[src/rtl/crc4fr_pkg.sv]
// Shared types, constants and CRC-4 helpers for the fragment reassembler.
package crc4fr_pkg;

    localparam int unsigned     JOB_QUEUE_DEPTH = 4;
    localparam logic [15:0]     TIMEOUT_RESET   = 16'd1000;
    localparam logic [4:0]      CRC_POLY        = 5'b10011;
    localparam logic [7:0]      DIV3_RECIP      = 8'd171;   // floor(x/3) = (x*171)>>9, x<256
    localparam logic [15:0]     IDLE_MAX        = 16'hFFFF;

    typedef enum logic [1:0] {
        KIND_BYTE        = 2'd0,
        KIND_SEQ_REJECT  = 2'd1,
        KIND_CRC_REJECT  = 2'd2,
        KIND_EMPTY_DONE  = 2'd3
    } kind_t;

    typedef enum logic {
        OP_TICK = 1'b0,
        OP_WORD = 1'b1
    } op_t;

    typedef struct packed {
        logic        op;
        logic [31:0] word;
    } in_item_t;

    typedef struct packed {
        logic [1:0] kind;
        logic [7:0] payload_byte;
        logic [7:0] byte_index;
        logic       message_done;
        logic [7:0] message_size;
        logic       last;
    } out_item_t;

    // Work handed from the classifier to the result sequencer.
    typedef struct packed {
        kind_t           kind;
        logic [1:0]      count;      // payload bytes to emit for KIND_BYTE
        logic [2:0][7:0] bytes;      // bytes[0] goes out first
        logic [7:0]      start_idx;
        logic [7:0]      size;
        logic            done;       // last byte completes the message
    } job_t;

    // Bit-serial CRC, used only to build the parallel masks at elaboration.
    function automatic logic [3:0] crc4_serial(input logic [23:0] d);
        logic [27:0] r;
        r = {d, 4'b0000};
        for (int b = 27; b >= 4; b--) begin
            if (r[b]) begin
                r = r ^ (28'(CRC_POLY) << (b - 4));
            end
        end
        return r[3:0];
    endfunction

    function automatic logic [23:0] crc4_mask(input int j);
        logic [23:0] m;
        logic [3:0]  c;
        m = '0;
        for (int i = 0; i < 24; i++) begin
            c    = crc4_serial(24'(1) << i);
            m[i] = c[j];
        end
        return m;
    endfunction

    localparam logic [3:0][23:0] CRC_MASK = {crc4_mask(3), crc4_mask(2),
                                             crc4_mask(1), crc4_mask(0)};

    // Parallel CRC-4: each remainder bit is the parity of a fixed data subset.
    function automatic logic [3:0] crc4_fast(input logic [23:0] d);
        logic [3:0] c;
        for (int j = 0; j < 4; j++) begin
            c[j] = ^(d & CRC_MASK[j]);
        end
        return c;
    endfunction

endpackage

[src/rtl/crc4fr_queue.sv]
// Small job queue between the classifier and the result sequencer.
module crc4fr_queue #(
    parameter int unsigned DEPTH = crc4fr_pkg::JOB_QUEUE_DEPTH
) (
    input  logic              aclk,
    input  logic              aresetn,
    input  logic              push,
    input  crc4fr_pkg::job_t  push_job,
    output logic              full,
    input  logic              pop,
    output crc4fr_pkg::job_t  head_job,
    output logic              head_valid
);
    import crc4fr_pkg::*;

    localparam int unsigned AW = (DEPTH > 1) ? $clog2(DEPTH) : 1;
    localparam int unsigned CW = $clog2(DEPTH + 1);

    job_t          slots_reg [DEPTH];
    logic [AW-1:0] wr_ptr_reg, wr_ptr_next;
    logic [AW-1:0] rd_ptr_reg, rd_ptr_next;
    logic [CW-1:0] count_reg, count_next;
    logic          do_push, do_pop;

    assign full       = (count_reg == CW'(DEPTH));
    assign head_valid = (count_reg != '0);
    assign head_job   = slots_reg[rd_ptr_reg];
    assign do_push    = push && !full;
    assign do_pop     = pop && head_valid;

    always_comb begin
        wr_ptr_next = wr_ptr_reg;
        rd_ptr_next = rd_ptr_reg;
        count_next  = count_reg;
        if (do_push) begin
            wr_ptr_next = (wr_ptr_reg == AW'(DEPTH - 1)) ? '0 : wr_ptr_reg + AW'(1);
        end
        if (do_pop) begin
            rd_ptr_next = (rd_ptr_reg == AW'(DEPTH - 1)) ? '0 : rd_ptr_reg + AW'(1);
        end
        if (do_push && !do_pop) begin
            count_next = count_reg + CW'(1);
        end else if (do_pop && !do_push) begin
            count_next = count_reg - CW'(1);
        end
    end

    always_ff @(posedge aclk) begin
        if (!aresetn) begin
            wr_ptr_reg <= '0;
            rd_ptr_reg <= '0;
            count_reg  <= '0;
        end else begin
            wr_ptr_reg <= wr_ptr_next;
            rd_ptr_reg <= rd_ptr_next;
            count_reg  <= count_next;
        end
    end

    always_ff @(posedge aclk) begin
        if (do_push) begin
            slots_reg[wr_ptr_reg] <= push_job;
        end
    end

endmodule

[src/rtl/crc4fr_front.sv]
// Request classifier: timeout, sequence and CRC checks, reassembly state.
module crc4fr_front (
    input  logic                 aclk,
    input  logic                 aresetn,
    input  logic                 cfg_wr_en,
    input  logic [15:0]          cfg_wr_data,
    input  logic                 s_valid,
    output logic                 s_ready,
    input  crc4fr_pkg::in_item_t s_item,
    output logic                 job_push,
    output crc4fr_pkg::job_t     job,
    input  logic                 queue_full
);
    import crc4fr_pkg::*;

    logic [15:0] timeout_reg;
    logic [4:0]  expected_reg, expected_next;
    logic [6:0]  final_reg, final_next;
    logic [7:0]  received_reg, received_next;
    logic [7:0]  total_reg, total_next;
    logic [15:0] idle_reg, idle_next;

    logic        accept;
    logic        is_word;
    logic [3:0]  frag;
    logic [3:0]  crc_rx;
    logic [23:0] data;
    logic [4:0]  expected_eff;
    logic        seq_ok, crc_ok;
    logic [7:0]  size_in;
    logic [15:0] div_prod;
    logic [6:0]  final_new;
    logic [7:0]  total_new, recv_base, remaining, recv_after;
    logic [1:0]  nbytes, count;
    logic        done;

    assign s_ready  = !queue_full;
    assign accept   = s_valid && s_ready;
    assign is_word  = (s_item.op == OP_WORD);
    assign frag     = s_item.word[31:28];
    assign crc_rx   = s_item.word[27:24];
    assign data     = s_item.word[23:0];
    assign size_in  = data[23:16];
    assign div_prod = 16'(size_in) * 16'(DIV3_RECIP);

    always_comb begin
        expected_eff = (idle_reg >= timeout_reg) ? 5'd0 : expected_reg;
        seq_ok       = ({1'b0, frag} == expected_eff);
        crc_ok       = (crc4_fast(data) == crc_rx);

        if (frag == 4'd0) begin
            final_new = (size_in <= 8'd2) ? 7'd0 : div_prod[15:9];
            total_new = size_in;
            recv_base = 8'd0;
            nbytes    = 2'd2;
        end else begin
            final_new = final_reg;
            total_new = total_reg;
            recv_base = received_reg;
            nbytes    = 2'd3;
        end
        remaining  = total_new - recv_base;
        count      = (remaining >= 8'(nbytes)) ? nbytes : remaining[1:0];
        recv_after = recv_base + 8'(count);
        done       = (recv_after == total_new);
    end

    // State update and job record
    always_comb begin
        expected_next = expected_reg;
        final_next    = final_reg;
        received_next = received_reg;
        total_next    = total_reg;
        idle_next     = idle_reg;
        job_push      = 1'b0;
        job           = '0;
        job.kind      = KIND_BYTE;

        if (accept && !is_word) begin
            idle_next = (idle_reg == IDLE_MAX) ? idle_reg : idle_reg + 16'd1;
        end else if (accept) begin
            job_push      = 1'b1;
            expected_next = expected_eff;
            if (!seq_ok) begin
                job.kind = KIND_SEQ_REJECT;
            end else if (!crc_ok) begin
                job.kind = KIND_CRC_REJECT;
            end else begin
                final_next    = final_new;
                idle_next     = 16'd0;
                expected_next = ({3'b000, frag} == final_new) ? 5'd0
                                                             : {1'b0, frag} + 5'd1;
                received_next = done ? 8'd0 : recv_after;
                total_next    = done ? 8'd0 : total_new;
                job.kind      = (done && count == 2'd0) ? KIND_EMPTY_DONE : KIND_BYTE;
                job.count     = count;
                job.start_idx = recv_base;
                job.size      = total_new;
                job.done      = done;
                if (frag == 4'd0) begin
                    job.bytes = {8'd0, data[7:0], data[15:8]};
                end else begin
                    job.bytes = {data[7:0], data[15:8], data[23:16]};
                end
            end
        end
    end

    always_ff @(posedge aclk) begin
        if (!aresetn) begin
            timeout_reg  <= TIMEOUT_RESET;
            expected_reg <= '0;
            final_reg    <= '0;
            received_reg <= '0;
            total_reg    <= '0;
            idle_reg     <= '0;
        end else begin
            if (cfg_wr_en) begin
                timeout_reg <= cfg_wr_data;
            end
            expected_reg <= expected_next;
            final_reg    <= final_next;
            received_reg <= received_next;
            total_reg    <= total_next;
            idle_reg     <= idle_next;
        end
    end

    a_recv_within_size: assert property (@(posedge aclk) disable iff (!aresetn)
        received_reg <= total_reg)
        else $error("bytes received exceed announced size");

    a_push_only_on_word: assert property (@(posedge aclk) disable iff (!aresetn)
        job_push |-> (accept && is_word))
        else $error("job pushed without an accepted word");

    a_reject_keeps_progress: assert property (@(posedge aclk) disable iff (!aresetn)
        (accept && is_word && (!seq_ok || !crc_ok)) |=>
            (received_reg == $past(received_reg) && total_reg == $past(total_reg)))
        else $error("rejected word changed reassembly progress");

endmodule

[src/rtl/crc4fr_back.sv]
// Result sequencer: expands each job into one to three results.
module crc4fr_back (
    input  logic                  aclk,
    input  logic                  aresetn,
    input  crc4fr_pkg::job_t      head_job,
    input  logic                  head_valid,
    output logic                  job_pop,
    output logic                  m_valid,
    input  logic                  m_ready,
    output crc4fr_pkg::out_item_t m_item
);
    import crc4fr_pkg::*;

    logic [1:0] step_reg, step_next;
    logic       m_valid_reg, m_valid_next;
    out_item_t  m_item_reg, m_item_next;
    logic       load;
    logic [1:0] last_step_idx;
    logic       last_step;

    assign m_valid = m_valid_reg;
    assign m_item  = m_item_reg;

    // Load the output register when a job is waiting and the register is empty or being drained.
    assign load          = head_valid && (!m_valid_reg || m_ready);
    assign last_step_idx = (head_job.kind == KIND_BYTE) ? head_job.count - 2'd1 : 2'd0;
    assign last_step     = (step_reg == last_step_idx);
    assign job_pop       = load && last_step;

    always_comb begin
        m_item_next = '0;
        unique case (head_job.kind)
            KIND_BYTE: begin
                m_item_next.kind         = KIND_BYTE;
                m_item_next.payload_byte = head_job.bytes[step_reg];
                m_item_next.byte_index   = head_job.start_idx + 8'(step_reg);
                m_item_next.message_done = head_job.done && last_step;
                m_item_next.message_size = head_job.size;
                m_item_next.last         = last_step;
            end
            KIND_SEQ_REJECT, KIND_CRC_REJECT: begin
                m_item_next.kind = head_job.kind;
                m_item_next.last = 1'b1;
            end
            KIND_EMPTY_DONE: begin
                m_item_next.kind         = KIND_EMPTY_DONE;
                m_item_next.message_done = 1'b1;
                m_item_next.last         = 1'b1;
            end
            default: begin
                m_item_next = '0;
            end
        endcase
    end

    always_comb begin
        step_next    = step_reg;
        m_valid_next = m_valid_reg;
        if (load) begin
            step_next    = last_step ? 2'd0 : step_reg + 2'd1;
            m_valid_next = 1'b1;
        end else if (m_ready) begin
            m_valid_next = 1'b0;
        end
    end

    always_ff @(posedge aclk) begin
        if (!aresetn) begin
            step_reg    <= '0;
            m_valid_reg <= 1'b0;
        end else begin
            step_reg    <= step_next;
            m_valid_reg <= m_valid_next;
        end
    end

    always_ff @(posedge aclk) begin
        if (load) begin
            m_item_reg <= m_item_next;
        end
    end

    a_step_in_range: assert property (@(posedge aclk) disable iff (!aresetn)
        step_reg != 2'd3)
        else $error("result step out of range");

    a_pop_rewinds_step: assert property (@(posedge aclk) disable iff (!aresetn)
        job_pop |=> (step_reg == 2'd0))
        else $error("step not cleared after job retired");

    a_load_fills_output: assert property (@(posedge aclk) disable iff (!aresetn)
        load |=> (m_valid_reg && m_item_reg.last == $past(last_step)))
        else $error("output register not loaded with current step");

endmodule

[src/rtl/crc4_fragment_reassembler.sv]
// Top level of the CRC-4 checked fragment reassembler.
// Requests (ticks and radio words) are taken one per cycle while the job queue has room; a
// tick produces no result, a word is checked and classified in the cycle it is accepted and
// leaves one job in the queue. The result sequencer drains one result per cycle while m_ready
// is high, so a word yields one to three results (one per emitted byte, or one for a reject
// or an empty-message completion); sustained throughput is set by that sequencer,
// with QUEUE_DEPTH jobs buffered between the two sides. With the queue and output register
// empty, a word's first result is held in the queue slot and then the output register before
// it is presented. The timeout register resets to 1000 and is written through cfg_wr_en.
module crc4_fragment_reassembler #(
    parameter int unsigned QUEUE_DEPTH = crc4fr_pkg::JOB_QUEUE_DEPTH
) (
    input  logic                  aclk,
    input  logic                  aresetn,
    input  logic                  cfg_wr_en,
    input  logic [15:0]           cfg_wr_data,
    input  logic                  s_valid,
    output logic                  s_ready,
    input  crc4fr_pkg::in_item_t  s_item,
    output logic                  m_valid,
    input  logic                  m_ready,
    output crc4fr_pkg::out_item_t m_item
);
    import crc4fr_pkg::*;

    logic job_push, queue_full, job_pop, head_valid;
    job_t push_job, head_job;

    crc4fr_front u_front (
        .aclk        (aclk),
        .aresetn     (aresetn),
        .cfg_wr_en   (cfg_wr_en),
        .cfg_wr_data (cfg_wr_data),
        .s_valid     (s_valid),
        .s_ready     (s_ready),
        .s_item      (s_item),
        .job_push    (job_push),
        .job         (push_job),
        .queue_full  (queue_full)
    );

    crc4fr_queue #(
        .DEPTH (QUEUE_DEPTH)
    ) u_queue (
        .aclk       (aclk),
        .aresetn    (aresetn),
        .push       (job_push),
        .push_job   (push_job),
        .full       (queue_full),
        .pop        (job_pop),
        .head_job   (head_job),
        .head_valid (head_valid)
    );

    crc4fr_back u_back (
        .aclk       (aclk),
        .aresetn    (aresetn),
        .head_job   (head_job),
        .head_valid (head_valid),
        .job_pop    (job_pop),
        .m_valid    (m_valid),
        .m_ready    (m_ready),
        .m_item     (m_item)
    );

endmodule
[config.mk]
export PLATFORM = sky130hd
export DESIGN_NAME = crc4_fragment_reassembler
export DESIGN_NICKNAME = d
export VERILOG_FILES = /design/src/rtl/crc4fr_pkg.sv /design/src/rtl/crc4fr_queue.sv /design/src/rtl/crc4fr_front.sv /design/src/rtl/crc4fr_back.sv /design/src/rtl/crc4_fragment_reassembler.sv
export SDC_FILE = /design/constraint.sdc
export NUM_CORES = 1
export LEC_CHECK = 0
export BUFFER_PORTS_ARGS = -buffer_cell sky130_fd_sc_hd__buf_2
export CAP_MARGIN = 20
export CORE_UTILIZATION = 60
export DETAILED_ROUTE_END_ITERATION = 10
export HOLD_SLACK_MARGIN = 0.12
export PLACE_DENSITY = 0.81
export SYNTH_ARGS = -nofsm -noshare
export SYNTH_HDL_FRONTEND = slang
export SYNTH_SLANG_ARGS = --single-unit
export TNS_END_PERCENT = 1
[constraint.sdc]
create_clock -name aclk -period 7.1 [get_ports aclk]
set_input_delay 0.355 -clock aclk [delete_from_list [all_inputs] [get_ports aclk]]
set_output_delay 0.355 -clock aclk [all_outputs]
set_load 0.03 [all_outputs]
-- Yosys cells after proc, flatten, opt, wreduce, memory -nomap -nowiden
Memories as Yosys holds them, arrays and structs flattened. A register that Yosys moved wholly into a read port is not among the register bits.
Index checks and enable logic that the tools add are counted.
- flip-flop bits (word level): 98
- bits in writable memories: 180
- bits of input ports: 54
- memories kept: 1
- memories (memory ; depth ; width ; rd ports ; clocked after Yosys merged registers in ; write ports ; line ; RTL):
    u_queue.slots_reg ; 4 ; 45 ; 1 ; 1 ; 1 ; crc4fr_queue.sv:19 ; job_t slots_reg [DEPTH];
- add/subtract/negate cells: 11
- multiply operators: 1
- magnitude comparators: 4
- equal/unequal tests: 13
- mux-type cells: 44
- bitwise operators: 1
- reductions and logical operators: 34
- operators by type and width (operator ; count):
    $reduce_xor 24->1 ; 4
    $mux 45 ; 2
    $mux 43 ; 2
    $mux 16 ; 5
    $mux 8 ; 5
    $mux 24 ; 1
    $mux 2 ; 10
    $mux 5 ; 4
    $add 16x1->16 const B ; 1
    $add 8x2->8 ; 2
    $bmux 8 s2 ; 1
    $eq 16x16->1 const B ; 1
    $ge 16x16->1 ; 1
    $mul 8x8->16 const B ; 1
    $mux 7 ; 2
    $logic_and 1x1->1 ; 10
    $reduce_bool 2->1 ; 5
    $eq 2x2->1 const B ; 4
    $eq 8x8->1 ; 1
    $ge 8x2->1 ; 1
    $le 8x2->1 const B ; 1
    $reduce_and 4->1 ; 2
    $sub 8x8->8 ; 1
    $eq 4x7->1 ; 1
    25 further kinds ; 40

-- Longest topological paths before layout
- depth in word-level cells: 13
- depth in mapped cells: 27
- depth with buffers taken out: 25

-- Hierarchy
A second synthesis with hierarchy kept.
- cells, all modules: 1196
- area total of the unflattened synthesis: 14615.3 um^2
- by module, submodules not included (module ; times used ; cells each ; area each (um^2) ; seq. area each (um^2)):
    crc4fr_queue ; 1 ; 286 ; 7035.5 ; 5585.4
    crc4fr_front ; 1 ; 759 ; 5905.7 ; 1201.2
    crc4fr_back ; 1 ; 151 ; 1674.1 ; 900.9

-- Worst setup path before layout
No wires, ideal clock.
- path kind: input to register
- from: in s_item[28] (netlist name)
- to: reg u_front.total_reg[7]
- setup time: 0.115 ns
- data arrival time: 5.716 ns
- required time: 6.985 ns
- slack: 1.269 ns
- cell stages on the path: 26
- path buffers: 3
- cells stage by stage: inv_1 -> ha_1 -> nor3b_2 -> buf_6 -> clkbuf_1 -> clkbuf_1 -> nor2_1 -> ha_1 -> fa_1 -> nand2b_1 -> a21oi_1 -> o221ai_1 -> a2111oi_0 -> o211a_1 -> nor2_1 -> a21oi_1 -> ha_1 -> fa_1 -> nand3_1 -> or3_1 -> a21oi_1 -> xnor2_1 -> a2111oi_4 -> nor2_1 -> o21a_1 -> o21a_1
- longest elaborated chain between the ends: 8
- elaborated cells between the ends (all ways): 12
- ends and longest elaborated chain (item ; line ; RTL):
    start: declaration ; crc4_fragment_reassembler.sv:19 ; input crc4fr_pkg::in_item_t s_item,
    $logic_not 4->1 ; crc4fr_front.sv:51 ; if (frag == 4'd0) begin
    $mux 8 ; crc4fr_front.sv:51 ;
    $sub 8x8->8 ; crc4fr_front.sv:62 ; remaining = total_new - recv_base;
    $ge 8x2->1 ; crc4fr_front.sv:63 ; count = (remaining >= 8'(nbytes)) ? nbytes : remaining[1:0];
    $mux 2 ; crc4fr_front.sv:63 ;
    $add 8x2->8 ; crc4fr_front.sv:64 ; recv_after = recv_base + 8'(count);
    $eq 8x8->1 ; crc4fr_front.sv:65 ; done = (recv_after == total_new);
    $mux 8 ; crc4fr_front.sv:94 ; total_next = done ? 8'd0 : total_new;
    end signal: assignment ; crc4fr_front.sv:124 ; total_reg <= total_next;
    end: declaration ; crc4fr_front.sv:20 ; logic [7:0] total_reg, total_next;
Several ways; a longest one is shown, not always the timed one.
A chain may end at the register's enable or synchronous reset.

==> results.txt <==
Slew @ Worst Pin -> 867.8 ps
startpoint types -> primary input
clock latency on the worst-skew pair -> 540 ps
reg2reg end -> u_queue.slots_reg[2][0]
gpl congestion -> 0.8806
Seq/Total Area, Yosys -> 53.16%
largest net degree at the start of global routing -> 46
Initial Utilization -> 61.43%
number of buffers created by CTS -> 28
Max transition margin -> 42.15%
setup TNS -> 0 ps
worst reg-to-reg setup slack -> 1600 ps
area grow syn2layout -> 12.75%
syn_nets -> 1,336
maximum clock path buffer count -> 3
via density per instance -> 5.874
IO buf count -> 83
Tcrit/Tclk final -> 92.58%
fraction of registers with async set/reset -> 0%
Die Wd -> 157.3 um
NumNets Final -> 1,432
Yosys Warn Count -> 0
first-pass GRT wire length -> 48.58 mm
hold-critical path depth -> 3
M3 GR Usage -> 3.304%
TritonRoute pass-1 iters -> 5
Post-Syn Area per Cell -> 12.29 um^2
H-Tree Depth -> 1
Setup violations, final -> 0
Non-Filler Instances -> 1,614
GRT met1 Usage -> 35.86%
power density cells -> 293.0 nW/um^2
Core Area -> 23,540 um^2
fmax -> 152.1 MHz
Max VDD drop -> 0.1998 mV
Die ar. -> 24,730 um^2
Die H -> 157.3 um
Synth Flop Type -> edfxtp_1
Final min period -> 6573 ps
ANT nets after route -> 0
data required time of the worst path -> 7420 ps
vias in the first global route -> 9,171
placed wire-length estimate -> 19.96 mm
busiest grt layer -> met2
Setup crit start -> s_item[28]
Final Hold Fails -> 0
Slew Viols, Final -> 0
Total GRT Usage -> 25.61%
Fillers -> 1,681
synthesized area -> 14,460 um^2
CP Max Fanout -> 37
clk slew on worst S/H paths -> 60 ps
Hold Startpoint -> s_item[31]
R2R cell count -> 19
register area -> 7690 um^2
initial DRC count -> 748
max FFs per register -> 180
Worst Clk Skew -> 15.56 ps
WP data arrival -> 6890 ps
FF+latch count, synth -> 280
DR WL/cell -> 18.91 um
Post-Synthesis Cells -> 1,177
RSZ-0062 raised after global routing -> no
met2 usage -> 41.61%
EDFF count, synth -> 208
clk sinks -> 280
outcome -> complete, no violations
postcts setup bufs -> 0
initial antenna violation count -> 0
Congestion Overflow GR -> 0
CP endpoint kind -> register
CTS tree -> built
Detailed Route WL -> 30.53 mm
RR Startpoint -> u_front.total_reg[0]
CTS Root Cell -> clkbuf_16
drt drc -> 0
Power, Total -> 4.777 mW
crit path kind -> primary input to register
antenna cell count -> 0
max capacitance violation total -> 0
Core Rows -> 56
LEAKAGE -> 6.541 nW
Via Count -> 9,480
I/O pin total -> 84
area of the multi-input gates -> 6188 um^2
hold-critical path endpoint -> u_front.expected_reg[4]
ratio of cells with drive above 1 in the final layout -> 15.98%
dpl cells -> 1,544
worst min path class -> primary input to register
synth unique cells -> 74
==> cells in the mapped netlist (4+ instances only) <==
master	count	share of area, %
edfxtp_1	208	43
inv_1	103	2.7
nand2_1	96	2.5
ha_1	89	7.7
nor2_1	75	1.9
dfxtp_1	72	10
a21oi_1	66	2.3
xnor2_1	49	3.0
mux4_2	45	7.0
and2_1	33	1.4
nand3_1	31	1.1
clkbuf_1	29	0.75
mux2i_1	28	1.9
o21ai_0	28	0.97
xor2_1	25	1.5
nor3_1	18	0.62
and3_1	16	0.69
fa_1	16	2.2
nand4_1	10	0.43
buf_1	9	0.23
a21o_1	8	0.42
o211ai_1	8	0.42
o22ai_1	8	0.35
buf_2	7	0.24
o31ai_1	6	0.31
nor2b_1	5	0.22
or3_1	5	0.22
a211oi_1	4	0.21
a22o_1	4	0.24
o21a_1	4	0.21
xnor3_1	4	0.62
==> report_power, final <==
part / leakage [nW] / switching [mW] / internal [mW]
Sequential: 2.69 / 0.0545 / 1.93
Combinational: 3.39 / 0.782 / 0.511
Clock: 0.455 / 0.602 / 0.901
Total: 6.54 / 1.44 / 3.34
==> worst max-delay path by stage <==
stage,endpoint,slack (ps),cells after the start
2_1_floorplan,u_front.total_reg[7],1270,26
3_3_place_gp,u_queue.slots_reg[0][0],820,23
3_5_place_dp,u_queue.slots_reg[3][0],590,23
4_1_cts,u_queue.slots_reg[2][0],490,24
5_1_grt,u_front.total_reg[7],50,25
6_report,u_queue.slots_reg[2][0],530,24
==> critical path, cell delays in order <==
cell	delay (ps)
dlygate4sd3_1	530
buf_2	160
inv_1	120
ha_1	150
nor3b_4	200
buf_4	430
mux2i_1	380
inv_1	80
ha_1	350
nor3b_1	150
or4_1	410
a2111oi_0	390
o211a_1	230
nor2_1	40
a21oi_1	180
ha_1	220
fa_1	290
nand3_1	190
or3_1	400
a21oi_1	210
xnor2_1	130
a2111oi_4	650
inv_2	270
nor2_1	330
==> metal layers <==
| layer | vias to the layer above | wire, um |
|---|---|---|
| li1 | 4455 | - |
| met1 | 4589 | 13180 |
| met2 | 373 | 14530 |
| met3 | 63 | 2043 |
| met4 | 0 | 778 |
| met5 | - | 0 |
==> what timing repair did <==
action,4_1_cts,5_1_grt
hold endpoints to repair,18,0
resized for setup,0,1
hold buffers,18,0
setup endpoints to repair,0,4
==> through the flow <==
step           hold WS (ps)  area (um^2)  worst slack (ps)  utilization [%]
2_1_floorplan         425.5        14460              1269                -
3_3_place_gp          438.6        15180             824.0            64.50
3_5_place_dp          443.5        15180             590.3            64.50
4_1_cts               162.7        16310             485.3            69.26
5_1_grt               183.5        16310             47.01            69.26
6_report              182.3        16310             526.5            69.26
==> layout make-up <==
class	instances	area share, %
clock buffer	37	4.696
tap	319	2.448
timing repair buffer	114	4.251
inverter	105	2.417
sequential	280	47.16
multi-input combinational	744	37.95
clock inverter	15	1.074
==> kinds of logic (layout without fill, tap and decap cells) <==
group / count (synthesis) / count (layout) / synth area share [%]
AND/OR/NAND/NOR: 315 / 315 / 10.69
flip-flops: 280 / 280 / 53.16
AO/OA/AOI/OAI: 169 / 169 / 7.657
buffers and inverters: 153 / 271 / 4.144
adder cells (fa/ha/maj): 105 / 105 / 9.915
XOR/XNOR: 78 / 78 / 5.105
multiplexers: 77 / 77 / 9.335
==> cell usage in the layout, fill, tap and decap left out, types with 16 or more instances in the layout <==
master and n:
xnor2_1 49, clkbuf_16 29, dfxtp_1 70, mux2i_1 28
ha_1 89, nand2_1 96, fa_1 16, o21ai_0 28
nand3_1 31, buf_2 83, and3_1 16, nor2_1 75
nor3_1 18, a21oi_1 66, edfxtp_1 208, xor2_1 25
inv_1 102, mux4_2 45, and2_1 29, dlygate4sd3_1 18
(Power assumes the default switching activity.)
